--- config.mk ---
export PLATFORM = sky130hd
export DESIGN_NAME = coefficient_compress_3bit
export DESIGN_NICKNAME = d
export VERILOG_FILES = /design/src/rtl/core/cc3_pkg.sv /design/src/rtl/core/cc3_reduce.sv /design/src/rtl/core/cc3_pack.sv /design/src/rtl/core/coefficient_compress_3bit.sv
export SDC_FILE = /design/constraint.sdc
export NUM_CORES = 1
export LEC_CHECK = 0
export BUFFER_PORTS_ARGS = -buffer_cell sky130_fd_sc_hd__buf_2
export CAP_MARGIN = 0
export CELL_PAD_IN_SITES_DETAIL_PLACEMENT = 0
export CELL_PAD_IN_SITES_GLOBAL_PLACEMENT = 1
export CORE_UTILIZATION = 36
export CTS_BUF_LIST = sky130_fd_sc_hd__clkbuf_4
export CTS_CLUSTER_DIAMETER = 30
export DETAILED_ROUTE_END_ITERATION = 16
export PLACE_DENSITY = 0.72
export SYNTH_ARGS = -nofsm -noshare
export SYNTH_HDL_FRONTEND = slang
export SYNTH_SLANG_ARGS = --single-unit
--- constraint.sdc ---
create_clock -name clk_i -period 7.78 [get_ports clk_i]
set_input_delay 1.556 -clock clk_i [delete_from_list [all_inputs] [get_ports clk_i]]
set_output_delay 1.556 -clock clk_i [all_outputs]
set_load 0.005 [all_outputs]
--- src/rtl/core/cc3_pkg.sv ---
// ----------------------------------------------------------------------------
// cc3_pkg: shared constants and types for the 3-bit coefficient compressor
// Modulus, polynomial length, reciprocal for reduction, code rounding helper.
// ----------------------------------------------------------------------------
package cc3_pkg;

  localparam int unsigned MODULUS     = 7681;
  localparam int unsigned POLY_LENGTH = 512;

  localparam int unsigned COEFF_W = 16;
  localparam int unsigned CODE_W  = 3;
  localparam int unsigned BYTE_W  = 8;

  localparam int unsigned MOD_W  = $clog2(MODULUS + 1);
  localparam int unsigned CNT_W  = $clog2(POLY_LENGTH);
  localparam int unsigned HCNT_W = $clog2(BYTE_W);
  localparam int unsigned ACC_W  = BYTE_W + CODE_W;
  localparam int unsigned TOT_W  = HCNT_W + 1;

  localparam int unsigned RECIP_SHIFT = 32;
  localparam int unsigned RECIP_W     = 32;
  localparam int unsigned QHAT_W      = COEFF_W;
  localparam int unsigned PROD_W      = COEFF_W + RECIP_W;
  localparam longint unsigned RecipL  = (64'd1 << RECIP_SHIFT) / MODULUS;
  localparam logic [RECIP_W-1:0] RECIP = RECIP_W'(RecipL);

  localparam int unsigned SCALED_W = MOD_W + CODE_W;
  localparam int unsigned LEVELS   = 1 << CODE_W;

  typedef struct packed {
    logic              valid;
    logic [CODE_W-1:0] code;
  } code_xfer_t;

  function automatic logic [CODE_W-1:0] code_of(input logic [MOD_W-1:0] r);
    logic [SCALED_W-1:0] r8;
    logic [CODE_W:0]     n;
    r8 = SCALED_W'(r) << CODE_W;
    n  = '0;
    for (int k = 1; k <= int'(LEVELS); k++) begin
      if (r8 >= SCALED_W'(k * int'(MODULUS) - int'(MODULUS / 2))) begin
        n = n + 1'b1;
      end
    end
    return n[CODE_W-1:0];
  endfunction

endpackage

--- src/rtl/core/cc3_reduce.sv ---
// ----------------------------------------------------------------------------
// cc3_reduce: modular reduction and 3-bit rounding pipeline
// Reciprocal quotient, remainder with one correction, then rounded code.
// ----------------------------------------------------------------------------
module cc3_reduce
  import cc3_pkg::*;
(
  input  logic               clk_i,
  input  logic               rst_ni,
  input  logic               in_valid_i,
  output logic               in_ready_o,
  input  logic [COEFF_W-1:0] coefficient_i,
  output code_xfer_t         code_o,
  input  logic               code_ready_i
);

  logic               s1_valid_q, s2_valid_q, s3_valid_q, s4_valid_q;
  logic               s1_ready, s2_ready, s3_ready, s4_ready;
  logic [COEFF_W-1:0] s1_coeff_q, s2_coeff_q;
  logic [QHAT_W-1:0]  s2_qhat_q;
  logic [MOD_W-1:0]   s3_rem_q;
  logic [CODE_W-1:0]  s4_code_q;

  logic [PROD_W-1:0]  prod;
  logic [COEFF_W-1:0] qm;
  logic [COEFF_W-1:0] rem_raw;
  logic [COEFF_W-1:0] rem_fix;

  assign s4_ready = !s4_valid_q || code_ready_i;
  assign s3_ready = !s3_valid_q || s4_ready;
  assign s2_ready = !s2_valid_q || s3_ready;
  assign s1_ready = !s1_valid_q || s2_ready;
  assign in_ready_o = s1_ready;

  assign prod    = PROD_W'(s1_coeff_q) * PROD_W'(RECIP);
  assign qm      = COEFF_W'(s2_qhat_q * COEFF_W'(MODULUS));
  assign rem_raw = s2_coeff_q - qm;
  assign rem_fix = (rem_raw >= COEFF_W'(MODULUS)) ? rem_raw - COEFF_W'(MODULUS) : rem_raw;

  always_ff @(posedge clk_i or negedge rst_ni) begin
    if (!rst_ni) begin
      s1_valid_q <= 1'b0;
      s2_valid_q <= 1'b0;
      s3_valid_q <= 1'b0;
      s4_valid_q <= 1'b0;
    end else begin
      if (s1_ready) s1_valid_q <= in_valid_i;
      if (s2_ready) s2_valid_q <= s1_valid_q;
      if (s3_ready) s3_valid_q <= s2_valid_q;
      if (s4_ready) s4_valid_q <= s3_valid_q;
    end
  end

  always_ff @(posedge clk_i) begin
    if (s1_ready && in_valid_i) begin
      s1_coeff_q <= coefficient_i;
    end
    if (s2_ready && s1_valid_q) begin
      s2_coeff_q <= s1_coeff_q;
      s2_qhat_q  <= prod[RECIP_SHIFT +: QHAT_W];
    end
    if (s3_ready && s2_valid_q) begin
      s3_rem_q <= rem_fix[MOD_W-1:0];
    end
    if (s4_ready && s3_valid_q) begin
      s4_code_q <= code_of(s3_rem_q);
    end
  end

  assign code_o.valid = s4_valid_q;
  assign code_o.code  = s4_code_q;

endmodule

--- src/rtl/core/cc3_pack.sv ---
// ----------------------------------------------------------------------------
// cc3_pack: LSB-first byte packer for 3-bit codes
// Gathers codes, emits a byte per eight bits, flags the last polynomial byte.
// ----------------------------------------------------------------------------
module cc3_pack
  import cc3_pkg::*;
(
  input  logic              clk_i,
  input  logic              rst_ni,
  input  code_xfer_t        code_i,
  output logic              code_ready_o,
  output logic              out_valid_o,
  input  logic              out_ready_i,
  output logic [BYTE_W-1:0] packed_byte_o,
  output logic              last_o
);

  logic [BYTE_W-1:0] hold_q, hold_d;
  logic [HCNT_W-1:0] hcnt_q, hcnt_d;
  logic [CNT_W-1:0]  ccnt_q, ccnt_d;
  logic              out_valid_q, out_valid_d;
  logic [BYTE_W-1:0] byte_q, byte_d;
  logic              last_q, last_d;

  logic              take;
  logic [ACC_W-1:0]  acc;
  logic [TOT_W-1:0]  total;
  logic              is_last;

  assign code_ready_o = !out_valid_q || out_ready_i;
  assign take         = code_i.valid && code_ready_o;

  assign acc     = ACC_W'(hold_q) | (ACC_W'(code_i.code) << hcnt_q);
  assign total   = TOT_W'(hcnt_q) + TOT_W'(CODE_W);
  assign is_last = (ccnt_q == CNT_W'(POLY_LENGTH - 1));

  always_comb begin
    hold_d      = hold_q;
    hcnt_d      = hcnt_q;
    ccnt_d      = ccnt_q;
    out_valid_d = out_valid_q && !out_ready_i;
    byte_d      = byte_q;
    last_d      = last_q;
    if (take) begin
      byte_d = acc[BYTE_W-1:0];
      priority if (is_last) begin
        out_valid_d = 1'b1;
        last_d      = 1'b1;
        hold_d      = '0;
        hcnt_d      = '0;
        ccnt_d      = '0;
      end else if (total >= TOT_W'(BYTE_W)) begin
        out_valid_d = 1'b1;
        last_d      = 1'b0;
        hold_d      = BYTE_W'(acc >> BYTE_W);
        hcnt_d      = HCNT_W'(total - TOT_W'(BYTE_W));
        ccnt_d      = ccnt_q + 1'b1;
      end else begin
        hold_d = acc[BYTE_W-1:0];
        hcnt_d = total[HCNT_W-1:0];
        ccnt_d = ccnt_q + 1'b1;
      end
    end
  end

  always_ff @(posedge clk_i or negedge rst_ni) begin
    if (!rst_ni) begin
      hold_q      <= '0;
      hcnt_q      <= '0;
      ccnt_q      <= '0;
      out_valid_q <= 1'b0;
    end else begin
      hold_q      <= hold_d;
      hcnt_q      <= hcnt_d;
      ccnt_q      <= ccnt_d;
      out_valid_q <= out_valid_d;
    end
  end

  always_ff @(posedge clk_i) begin
    if (take) begin
      byte_q <= byte_d;
      last_q <= last_d;
    end
  end

  assign out_valid_o   = out_valid_q;
  assign packed_byte_o = byte_q;
  assign last_o        = last_q;

endmodule

--- src/rtl/core/coefficient_compress_3bit.sv ---
// ----------------------------------------------------------------------------
// coefficient_compress_3bit: coefficient reduce, 3-bit round, byte pack
// Takes one coefficient per cycle while out_ready_i does not stall the output.
// Four reduce stages and the packer's output register lie between input and byte.
// Reset clears all valid flags, the gathered bits and both counters.
// ----------------------------------------------------------------------------
module coefficient_compress_3bit
  import cc3_pkg::*;
(
  input  logic               clk_i,
  input  logic               rst_ni,
  input  logic               in_valid_i,
  output logic               in_ready_o,
  input  logic [COEFF_W-1:0] coefficient_i,
  output logic               out_valid_o,
  input  logic               out_ready_i,
  output logic [BYTE_W-1:0]  packed_byte_o,
  output logic               last_o
);

  code_xfer_t code;
  logic       code_ready;

  cc3_reduce u_reduce (
    .clk_i         (clk_i),
    .rst_ni        (rst_ni),
    .in_valid_i    (in_valid_i),
    .in_ready_o    (in_ready_o),
    .coefficient_i (coefficient_i),
    .code_o        (code),
    .code_ready_i  (code_ready)
  );

  cc3_pack u_pack (
    .clk_i         (clk_i),
    .rst_ni        (rst_ni),
    .code_i        (code),
    .code_ready_o  (code_ready),
    .out_valid_o   (out_valid_o),
    .out_ready_i   (out_ready_i),
    .packed_byte_o (packed_byte_o),
    .last_o        (last_o)
  );

endmodule

==> results of run 1 <==
[sequential cells by signal, summed over array words and instances, names as in the netlist]
signal,cells
u_pack.ccnt_q,9
u_pack.hcnt_q,3
u_pack.hold_q,8
u_pack.last_o,1
u_pack.out_valid_o,1
u_pack.packed_byte_o,8
u_reduce.s1_coeff_q,16
u_reduce.s1_valid_q,1
u_reduce.s2_coeff_q,16
u_reduce.s2_qhat_q,4
u_reduce.s2_valid_q,1
u_reduce.s3_rem_q,13
u_reduce.s3_valid_q,1
u_reduce.s4_code_q,3
u_reduce.s4_valid_q,1
[routing by layer]
metal	vias up	track usage (%)	share of wire [%]
met5	-	0	0
met4	0	3.02	0.89
met3	12	2.19	2.2
met2	61	24.1	49
met1	2655	18.1	48
li1	2926	-	-
[kinds of logic (layout without fill, tap and decap cells)]
| kind of cell | count (synthesis) | after routing |
|---|---|---|
| multiplexers | 8 | 8 |
| other | 0 | 1 |
| AND/OR/NAND/NOR | 170 | 170 |
| adder cells (fa/ha/maj) | 239 | 239 |
| flip-flops | 86 | 86 |
| buffers and inverters | 192 | 228 |
| AO/OA/AOI/OAI | 115 | 115 |
| XOR/XNOR | 43 | 43 |
[power by group]
| part | total, µW | switching (µW) | leakage [µW] | internal [µW] |
|---|---|---|---|---|
| Combinational | 2340 | 1280 | 0.00373 | 1060 |
| Sequential | 783 | 105 | 0.000912 | 679 |
| Clock | 267 | 189 | 0.0000792 | 77.3 |
| Total | 3390 | 1580 | 0.00472 | 1820 |
[worst register-to-register path, stage by stage (launching register included)]
cell	delay [ps]
edfxtp_1	560
fa_1	680
inv_1	140
fa_1	530
fa_1	520
inv_1	50
fa_1	530
inv_1	50
fa_1	520
inv_1	40
ha_1	290
ha_1	300
nand3_1	100
nor3_1	60
a211oi_1	190
o311ai_0	300
a211oi_1	500
o221ai_1	260
a21oi_1	220
xnor2_1	80
[worst paths after layout]
path | end | slack (ps)
setup / recovery | u_reduce.s2_qhat_q[3] | 1630
hold / removal | u_reduce.s3_valid_q | 510
setup reg to reg | u_reduce.s2_qhat_q[3] | 1630
hold reg to reg | u_reduce.s3_valid_q | 510
max in group asynchronous | u_reduce.s4_valid_q | 6340
min in group asynchronous | u_pack.out_valid_o | 1030
[through the flow]
stage	worst slack (ps)	hold slack, ps	instance area [µm²]
after floorplan	2330	448	8870
after global placement	1700	470	9380
after detailed placement	1670	474	9380
after CTS	1630	512	9520
after global routing	1270	537	9530
final	1630	510	9530
[area by class of cell]
type	instances	area [µm²]
timing repair buffer	30	150
multi-input combinational	575	5680
clock buffer	9	67.6
antenna	1	2.50
clock inverter	7	76.3
tap	324	405
inverter	182	683
fill	2442	14700
sequential	86	2460
[cells in the final DEF, fill, tap and decap left out, types with 3 or more instances in the layout]
cell and count:
nand3b_1 5, nand2_1 51, or3_1 5, dfrtp_1 25, mux2i_1 3, o211ai_1 5, inv_8 3, xnor2_1 29
a31oi_1 3, o22ai_1 5, buf_2 30, nor2_1 22, fa_1 73, and2_1 8, mux2_2 5, a21oi_1 25
nand4_1 6, o211a_1 8, clkbuf_4 9, nor3_1 15, edfxtp_1 61, xor2_1 13, o21a_1 4, o21ai_0 24
inv_1 181, nor2b_1 5, or2_2 10, a211oi_1 5, nand3_1 14, nand2b_1 12, and3_1 5, a21o_1 14
o21ai_1 4, ha_1 166, or4_1 4
==> impl_metrics.env, run 1 <==
export IMPL_worstPathCellList="fa_1 -> inv_1 -> fa_1 -> fa_1 -> inv_1 -> fa_1 -> inv_1 -> fa_1 -> inv_1 -> ha_1 -> ha_1 -> nand3_1 -> nor3_1 -> a211oi_1 -> o311ai_0 -> a211oi_1 -> o221ai_1 -> a21oi_1 -> xnor2_1"
export IMPL_synthSimpleGateAreaFrac_pct=9.86
export IMPL_synth_area_um2=8870
export IMPL_grt_pass1_vias=5714
export IMPL_row_count=57
export IMPL_grt_pass1_wl_um=28100
export IMPL_vias=5654
export IMPL_antenna_found_initial=1
export IMPL_path_depth=19
export IMPL_worstReg2RegStart="u_reduce.s1_coeff_q[13]"
export IMPL_ant_nets=0
export IMPL_worst_ir_drop_vdd_mv=0.302
export IMPL_final_setup_viol_count=0
export IMPL_drtPass1Iterations=6
export IMPL_wl_per_cell_um=13.3
export IMPL_syn_inst=853
export IMPL_post_route_period_util_pct=79.1
export IMPL_avgSynthCellArea_um2=10.4
export IMPL_crit_path_top_delay_cell="fa_1"
export IMPL_cp_num_buf_inv=4
export IMPL_min_path_type="register to register"
export IMPL_yosysWarnings=0
export IMPL_final_hold_viol_count=0
export IMPL_post_cts_resized=0
export IMPL_worstSetupPathType="register to register"
export IMPL_drv_slew=0
export IMPL_drive_gt1_share_pct=7.42
export IMPL_fin_cells=1214
export IMPL_seq_area_frac_synth_pct=27.7
export IMPL_synth_top_family_by_area="adder cells"
export IMPL_crit_family="adder cells"
export IMPL_numCtsBuffers=9
export IMPL_yosys_register_bits=86
export IMPL_synth_most_common_cell="inv_1"
export IMPL_cp_end_kind="register"
export IMPL_synth_xor_area_share_pct=4.40
export IMPL_cts_root_buf="clkbuf_4"
export IMPL_cts_sinks=86
export IMPL_cp_startpoint="u_reduce.s1_coeff_q[13]"
export IMPL_cts_setup_buffers=0
export IMPL_synth_mux_area_share_pct=0.973
export IMPL_cp_common_cell="fa_1"
export IMPL_die_y_um=159
export IMPL_max_cap_violations=0
export IMPL_timing_fmax_mhz=163
export IMPL_wl_um=16100
export IMPL_syn2layout_area_growth_pct=7.39
export IMPL_core_region_area_um2=24200
export IMPL_arrival_ps=6380
export IMPL_clock_path_buffers=2
export IMPL_drt_iter0_drc=189
export IMPL_path_clk_slew_ps=150
export IMPL_tritoncts="yes"
export IMPL_worstHoldPathCells=1
export IMPL_synthArstFlopShare_pct=29.1
export IMPL_place_congestion=0.813
export IMPL_yosys_area_share_adder_pct=39.9
export IMPL_hp_start="u_reduce.s2_valid_q"
export IMPL_worst_pin_slew_ps=916
export IMPL_cp_start_kind="register"
export IMPL_via_per_inst=4.66
export IMPL_synth_common_cells="181 x inv_1, 166 x ha_1, 73 x fa_1, 61 x edfxtp_1, 51 x nand2_1"
export IMPL_synth_main_ff_cell="edfxtp_1"
export IMPL_hpwl_um=13500
export IMPL_drc_errors=0
export IMPL_grt_util_all_layers_pct=13.9
export IMPL_syn_num_nets=1112
export IMPL_ios=31
export IMPL_reg2reg_depth=19
export IMPL_ys_types=58
export IMPL_p_total_uw=3390
export IMPL_grt_max_degree=26
export IMPL_p_per_area_nw_per_um2=356
export IMPL_die_w_um=159
export IMPL_port_buffers=30
export IMPL_synth_area_leader_cell="ha_1"
export IMPL_nNetsFinal=1143
export IMPL_path_max_fanout=8
export IMPL_synth_area_leaders="ha_1 23%, edfxtp_1 21%, fa_1 16%"
export IMPL_yosysTopAreaCellShare_pct=23.4
export IMPL_clk_latency_ps=490
export IMPL_grt_overflow_total=0
export IMPL_h_tree_depth=3
export IMPL_synth_edf_count=61
export IMPL_finClkSkew_ps=44.7
export IMPL_hold_buffers=0
export IMPL_die_area_um2=25300
export IMPL_slowest_delay_ps=680
export IMPL_setup_tns_ps=0
export IMPL_final_util_pct=39.3
export IMPL_rsz0062_at_grt="false"
export IMPL_required_ps=8010
export IMPL_fin_crit_ps=6150
export IMPL_placed_cells=1197
export IMPL_slew_headroom_pct=38.6
export IMPL_p_leak_uw=0.00472
export IMPL_status="finished, final reports clean"
export IMPL_start_util_pct=36.6
export IMPL_synth_compound_area_share_pct=8.96
(Power assumes the default switching activity.)
==> run 2, diff against run 1 <==
--- a/config.mk
+++ b/config.mk
@@ -5,6 +5,7 @@
 export SDC_FILE = /design/constraint.sdc
 export NUM_CORES = 1
 export LEC_CHECK = 0
+export ABC_AREA = 1
 export BUFFER_PORTS_ARGS = -buffer_cell sky130_fd_sc_hd__buf_2
 export CAP_MARGIN = 0
 export CELL_PAD_IN_SITES_DETAIL_PLACEMENT = 0
@@ -13,7 +14,7 @@
 export CTS_BUF_LIST = sky130_fd_sc_hd__clkbuf_4
 export CTS_CLUSTER_DIAMETER = 30
 export DETAILED_ROUTE_END_ITERATION = 16
-export PLACE_DENSITY = 0.72
+export PLACE_DENSITY = 0.77
 export SYNTH_ARGS = -nofsm -noshare
 export SYNTH_HDL_FRONTEND = slang
 export SYNTH_SLANG_ARGS = --single-unit
==> constraint.sdc (replaced) <==
create_clock -name clk_i -period 5.6 [get_ports clk_i]
set_input_delay 1.12 -clock clk_i [delete_from_list [all_inputs] [get_ports clk_i]]
set_output_delay 1.12 -clock clk_i [all_outputs]
set_load 0.005 [all_outputs]
==> run 2 against run 1 <==
  * First-iteration DRC count rose by 56%
  * Register-to-register slack got worse by 1200 ps
  * Via count rose by 28%
==> impl_metrics.env, run 2 <==
export IMPL_die_y_um=167
export IMPL_synth_area_leader_cell="ha_1"
export IMPL_drv_slew=0
export IMPL_grt_overflow_total=0
export IMPL_tritoncts="yes"
export IMPL_cp_start_kind="register"
export IMPL_syn_num_nets=1429
export IMPL_h_tree_depth=3
export IMPL_slew_headroom_pct=25.3
export IMPL_worst_ir_drop_vdd_mv=0.260
export IMPL_mostFrequentLayoutCell="inv_1"
export IMPL_hold_buffers=0
export IMPL_worst_pin_slew_ps=1120
export IMPL_grt_pass1_vias=7568
export IMPL_final_setup_viol_count=0
export IMPL_avgSynthCellArea_um2=8.35
export IMPL_arrival_ps=5460
export IMPL_drive_gt1_share_pct=7.17
export IMPL_path_clk_slew_ps=170
export IMPL_rsz0062_at_grt="false"
export IMPL_min_path_type="register to register"
export IMPL_row_count=59
export IMPL_placed_cells=1547
export IMPL_path_max_fanout=4
export IMPL_final_cell_mix="263 x inv_1, 223 x nand2_1, 166 x ha_1"
export IMPL_grt_max_degree=26
export IMPL_top_regs="u_reduce.s1_coeff_q: 16 flops, u_reduce.s2_coeff_q: 16 flops, u_reduce.s3_rem_q: 13 flops"
export IMPL_p_leak_uw=0.00562
export IMPL_place_congestion=0.848
export IMPL_cts_root_buf="clkbuf_4"
export IMPL_vias=7252
export IMPL_synth_edf_count=61
export IMPL_drc_errors=0
export IMPL_fin_crit_ps=5200
export IMPL_synth_main_ff_cell="edfxtp_1"
export IMPL_hp_start="u_reduce.s1_valid_q"
export IMPL_ys_types=47
export IMPL_fin_cells=1564
export IMPL_max_cap_violations=0
export IMPL_die_w_um=167
export IMPL_drt_iter0_drc=294
export IMPL_yosys_register_bits=86
export IMPL_core_region_area_um2=26400
export IMPL_ant_nets=0
export IMPL_synthArstFlopShare_pct=29.1
export IMPL_worstSetupPathType="register to register"
export IMPL_clock_path_buffers=2
export IMPL_port_buffers=30
export IMPL_timing_fmax_mhz=192
export IMPL_grt_util_all_layers_pct=15.5
export IMPL_post_route_period_util_pct=92.8
export IMPL_die_area_um2=27800
export IMPL_required_ps=5870
export IMPL_cp_end_kind="register"
export IMPL_synth_most_common_cell="inv_1"
export IMPL_numCtsBuffers=9
export IMPL_antenna_found_initial=1
export IMPL_worstPathCellList="fa_1 -> inv_1 -> fa_1 -> fa_1 -> inv_1 -> fa_1 -> inv_1 -> fa_1 -> inv_1 -> ha_1 -> ha_1 -> nand3_1 -> nor2_1 -> a211oi_1 -> o21ai_0 -> o21ai_1 -> nand2_1 -> nand2_1 -> nand2_1"
export IMPL_cp_startpoint="u_reduce.s1_coeff_q[13]"
export IMPL_synth_common_cells="263 x inv_1, 223 x nand2_1, 166 x ha_1, 84 x nor2_1, 74 x nand3_1"
export IMPL_final_hold_viol_count=0
export IMPL_wl_um=19600
export IMPL_yosysWarnings=0
export IMPL_nNetsFinal=1482
export IMPL_setup_tns_ps=0
export IMPL_status="finished, final reports clean"
export IMPL_cts_sinks=86
export IMPL_yosysTopAreaCellShare_pct=21.3
export IMPL_seq_area_frac_synth_pct=25.2
export IMPL_postPlaceCellArea_um2=10400
export IMPL_clk_latency_ps=480
export IMPL_synth_area_leaders="ha_1 21%, edfxtp_1 19%, fa_1 15%"
export IMPL_whs_ps=500
export IMPL_cp_common_cell="fa_1"
export IMPL_finClkSkew_ps=22.7
export IMPL_via_per_inst=4.64
export IMPL_fin_area_um2=10600
export IMPL_drtPass1Iterations=4
export IMPL_hpwl_um=16900
export IMPL_p_per_area_nw_per_um2=536
export IMPL_crit_path_top_delay_cell="fa_1"
export IMPL_fill_cells=2708
export IMPL_syn2layout_area_growth_pct=8.25
export IMPL_start_util_pct=37.1
export IMPL_worstReg2RegStart="u_reduce.s1_coeff_q[13]"
export IMPL_ios=31
export IMPL_slowest_delay_ps=630
export IMPL_grt_pass1_wl_um=34900
export IMPL_synth_area_um2=9770
export IMPL_syn_inst=1170
export IMPL_wl_per_cell_um=12.5
-- run 2: power breakdown --
| group | switching, µW | internal, µW |
|---|---|---|
| Clock | 274 | 106 |
| Combinational | 2580 | 1630 |
| Sequential | 117 | 968 |
-- run 2: repair_timing --
item / CTS / global route
buffers inserted: 0 / 0
setup endpoints to repair: 0 / 1
gates resized for setup: 0 / 1
-- run 2: worst paths after layout --
path | endpoint | slack [ps] | cells after the start
worst max-delay path | u_reduce.s2_qhat_q[2] | 400 | 19
worst min-delay path | u_reduce.s2_valid_q | 500 | 2
worst max register to register | u_reduce.s2_qhat_q[2] | 400 | 19
worst min register to register | u_reduce.s2_valid_q | 500 | 2
max in group asynchronous | u_pack.ccnt_q[4] | 4590 | 1
min in group asynchronous | u_pack.hold_q[1] | 590 | 1
-- run 2: layout make-up --
class	instances	area, µm²	share of cell area (%)
antenna	1	2.50	0.0237
clock buffer	9	67.6	0.639
clock inverter	7	73.8	0.698
inverter	267	1000	9.48
multi-input combinational	813	6280	59.4
sequential	86	2460	23.2
tap	335	419	3.96
timing repair buffer	46	270	2.56
-- run 2: routing by layer --
metal  track usage (%)  share of wire [%]  vias up
met3              1.78                1.8       28
li1                  -                  -     3846
met2              27.8                 49       67
met4              5.88                2.7        0
met1              18.9                 46     3311
met5                 0                  0        -
-- run 2: cells by family (layout without fill, tap and decap cells) --
logic type | Yosys count | count (layout) | share of synthesized area (%)
DFF | 86 | 86 | 25.2
AOI/OAI and AO/OA | 112 | 112 | 6.56
buffers and inverters | 271 | 329 | 10.6
and+or+nand+nor | 442 | 442 | 19.6
xor gates and xnor gates | 20 | 20 | 1.87
adders and majority gates | 239 | 239 | 36.2
other | 0 | 1 | 0
-- run 2: critical path: cells and delay by family, from the launching register on --
| family | cells | cell delay [ps] |
|---|---|---|
| fa+ha+maj | 7 | 3370 |
| simple gates | 5 | 350 |
| flops | 1 | 460 |
| buf+inv | 4 | 290 |
| compound gates | 3 | 530 |
-- run 2: per-stage QoR --
step                power (µW)  util [%]  worst slack [ps]
global placement          5280      39.6               364
floorplan                 4450         -               524
global route              6560      40.1              36.8
detailed placement        5340      39.6               340
finish                    5670      40.1               404
CTS                       5750      40.1               313
==> run 3, diff against run 2 <==
--- a/config.mk
+++ b/config.mk
@@ -10,11 +10,11 @@
 export CAP_MARGIN = 0
 export CELL_PAD_IN_SITES_DETAIL_PLACEMENT = 0
 export CELL_PAD_IN_SITES_GLOBAL_PLACEMENT = 1
-export CORE_UTILIZATION = 36
+export CORE_UTILIZATION = 45
 export CTS_BUF_LIST = sky130_fd_sc_hd__clkbuf_4
 export CTS_CLUSTER_DIAMETER = 30
 export DETAILED_ROUTE_END_ITERATION = 16
-export PLACE_DENSITY = 0.77
+export PLACE_DENSITY = 0.9
 export SYNTH_ARGS = -nofsm -noshare
 export SYNTH_HDL_FRONTEND = slang
 export SYNTH_SLANG_ARGS = --single-unit
==> run 3 against run 2 <==
  * Sequential cell count unchanged
  * Critical path depth down 3
  * Wire length down 1.3%
  * Total power up 2.3%
  * Worst hold slack worse by 1.8 ps
  * Clock power up 18%
  * Maximum frequency down 1.5%
  * Sequential share of layout area up 0.11 points
  * Clock skew up 7.0 ps
  * Non-clock buffer count down 2
  * Largest cell class unchanged
==> impl_metrics.env, run 3 (synthesized netlist as in run 2, its figures left out) <==
export IMPL_status="finished, final reports clean"
export IMPL_final_cell_mix="263 x inv_1, 223 x nand2_1, 166 x ha_1"
export IMPL_cp_end_kind="register"
export IMPL_fin_cells=1502
export IMPL_die_area_um2=22300
export IMPL_mostFrequentLayoutCell="inv_1"
export IMPL_switching_share_pct=51.7
export IMPL_min_path_type="register to register"
export IMPL_drv_slew=0
export IMPL_p_total_uw=5800
export IMPL_power_internal_uw=2800
export IMPL_required_ps=5860
export IMPL_syn2layout_area_growth_pct=7.74
export IMPL_hpwl_um=16600
export IMPL_cts_sinks=86
export IMPL_antenna_found_initial=1
export IMPL_grt_max_degree=26
export IMPL_grt_pass1_wl_um=33800
export IMPL_timing_fmax_mhz=190
export IMPL_fin_area_um2=10500
export IMPL_grt_overflow_total=0
export IMPL_finClkSkew_ps=29.7
export IMPL_setup_tns_ps=0
export IMPL_clock_path_buffers=2
export IMPL_start_util_pct=46.2
export IMPL_die_w_um=149
export IMPL_h_tree_depth=3
export IMPL_slew_headroom_pct=29.6
export IMPL_final_setup_viol_count=0
export IMPL_p_leak_uw=0.00563
export IMPL_row_count=53
export IMPL_clk_latency_ps=480
export IMPL_wl_um=19300
export IMPL_place_congestion=0.908
export IMPL_post_route_period_util_pct=94.2
export IMPL_cp_startpoint="u_reduce.s1_coeff_q[13]"
export IMPL_numCtsBuffers=9
export IMPL_postPlaceCellArea_um2=10300
export IMPL_fin_crit_ps=5270
export IMPL_top_regs="u_reduce.s1_coeff_q: 16 flops, u_reduce.s2_coeff_q: 16 flops, u_reduce.s3_rem_q: 13 flops"
export IMPL_combPwrFrac_pct=73.5
export IMPL_drtPass1Iterations=5
export IMPL_nNetsFinal=1480
export IMPL_worst_pin_slew_ps=1060
export IMPL_arrival_ps=5530
export IMPL_ff_latch_area_um2=2460
export IMPL_crit_end="u_reduce.s2_qhat_q[1]"
export IMPL_worst_ir_drop_vdd_mv=0.434
export IMPL_p_per_area_nw_per_um2=551
export IMPL_fill_cells=1994
export IMPL_via_per_inst=4.91
export IMPL_cts_root_buf="clkbuf_4"
export IMPL_p_seq_share_pct=18.7
export IMPL_ios=31
export IMPL_max_cap_violations=0
export IMPL_r2r_end="u_reduce.s2_qhat_q[1]"
export IMPL_drt_iter0_drc=359
export IMPL_r2r_slack_ps=330
export IMPL_drive_gt1_share_pct=7.10
export IMPL_final_util_pct=49.7
export IMPL_grt_pass1_vias=7472
export IMPL_tritoncts="yes"
export IMPL_die_y_um=149
export IMPL_core_region_area_um2=21200
export IMPL_path_clk_slew_ps=170
export IMPL_worstSetupPathType="register to register"
export IMPL_wl_per_cell_um=12.9
export IMPL_vias=7373
export IMPL_multi_input_area_um2=6280
export IMPL_cp_start_kind="register"
export IMPL_hold_buffers=0
export IMPL_worstReg2RegStart="u_reduce.s1_coeff_q[13]"
export IMPL_rsz0062_at_grt="false"
export IMPL_port_buffers=30
export IMPL_ant_nets=0
export IMPL_drc_errors=0
export IMPL_path_max_fanout=4
export IMPL_final_hold_viol_count=0
export IMPL_clkPwrFrac_pct=7.8
export IMPL_placed_cells=1485
export IMPL_grt_util_all_layers_pct=19.1
export IMPL_p_switching_uw=3000
export IMPL_reg2reg_depth=16
-- run 3: per-stage QoR --
| step | setup WS [ps] | hold WS, ps |
|---|---|---|
| 3_3_place_gp | 389 | 457 |
| 5_1_grt | 36.9 | 540 |
| 6_report | 328 | 498 |
| 3_5_place_dp | 296 | 464 |
| 4_1_cts | 280 | 498 |
| 2_1_floorplan | 524 | 434 |
-- run 3: how the worst min path moves through the flow --
stage	startpoint	to	slack (ps)	cells after the start
finish	u_reduce.s2_valid_q	u_reduce.s3_valid_q	500	2
global route	u_reduce.s2_valid_q	u_reduce.s3_valid_q	540	2
CTS	u_reduce.s2_valid_q	u_reduce.s3_valid_q	500	2
detailed placement	u_reduce.s2_valid_q	u_reduce.s3_valid_q	460	2
global placement	u_reduce.s2_valid_q	u_reduce.s3_valid_q	460	2
floorplan	u_reduce.s1_valid_q	u_reduce.s2_valid_q	430	2
-- run 3: cell type report --
cell class / count / share of cell area [%]
inverters: 267 / 9.52
flip-flops and latches: 86 / 23.4
well taps: 275 / 3.27
clock inverters: 7 / 1.06
multi-input cells: 813 / 59.7
diodes: 1 / 0.0238
clock buffers: 9 / 0.642
repair buffers: 44 / 2.43
-- run 3: worst max-delay path, cell delays in order (launching register included) --
cell       delay (ps)
edfxtp_1          460
fa_2              640
inv_1             110
fa_1              540
fa_1              530
inv_1              60
fa_1              550
inv_1              60
fa_1              440
fa_1              520
inv_1              40
ha_1              320
nand2_1            80
a2111oi_0         400
o21ai_1           150
nand2_1           110
nor2_1             50
-- run 3: timing repair --
action / CTS / global route
endpoints found under the hold margin: 0 / 0
gates resized for setup: 0 / 2
setup buffers: 0 / 0
setup endpoints to repair: 0 / 2
-- run 3: power groups by stage --
stage / combinational, µW / clock (µW) / sequential, µW
3_3_place_gp: 4160 / 0 / 1100
3_5_place_dp: 4270 / 0 / 1100
5_1_grt: 5010 / 486 / 1120
4_1_cts: 4300 / 460 / 1090
2_1_floorplan: 3360 / 0 / 1080
6_report: 4260 / 450 / 1090
-- run 3: per-layer routing --
metal | track usage [%] | wire length [µm]
met5 | 0 | 0
met2 | 34.8 | 9850
met1 | 23.3 | 8610
met4 | 6.33 | 437
met3 | 2.17 | 413
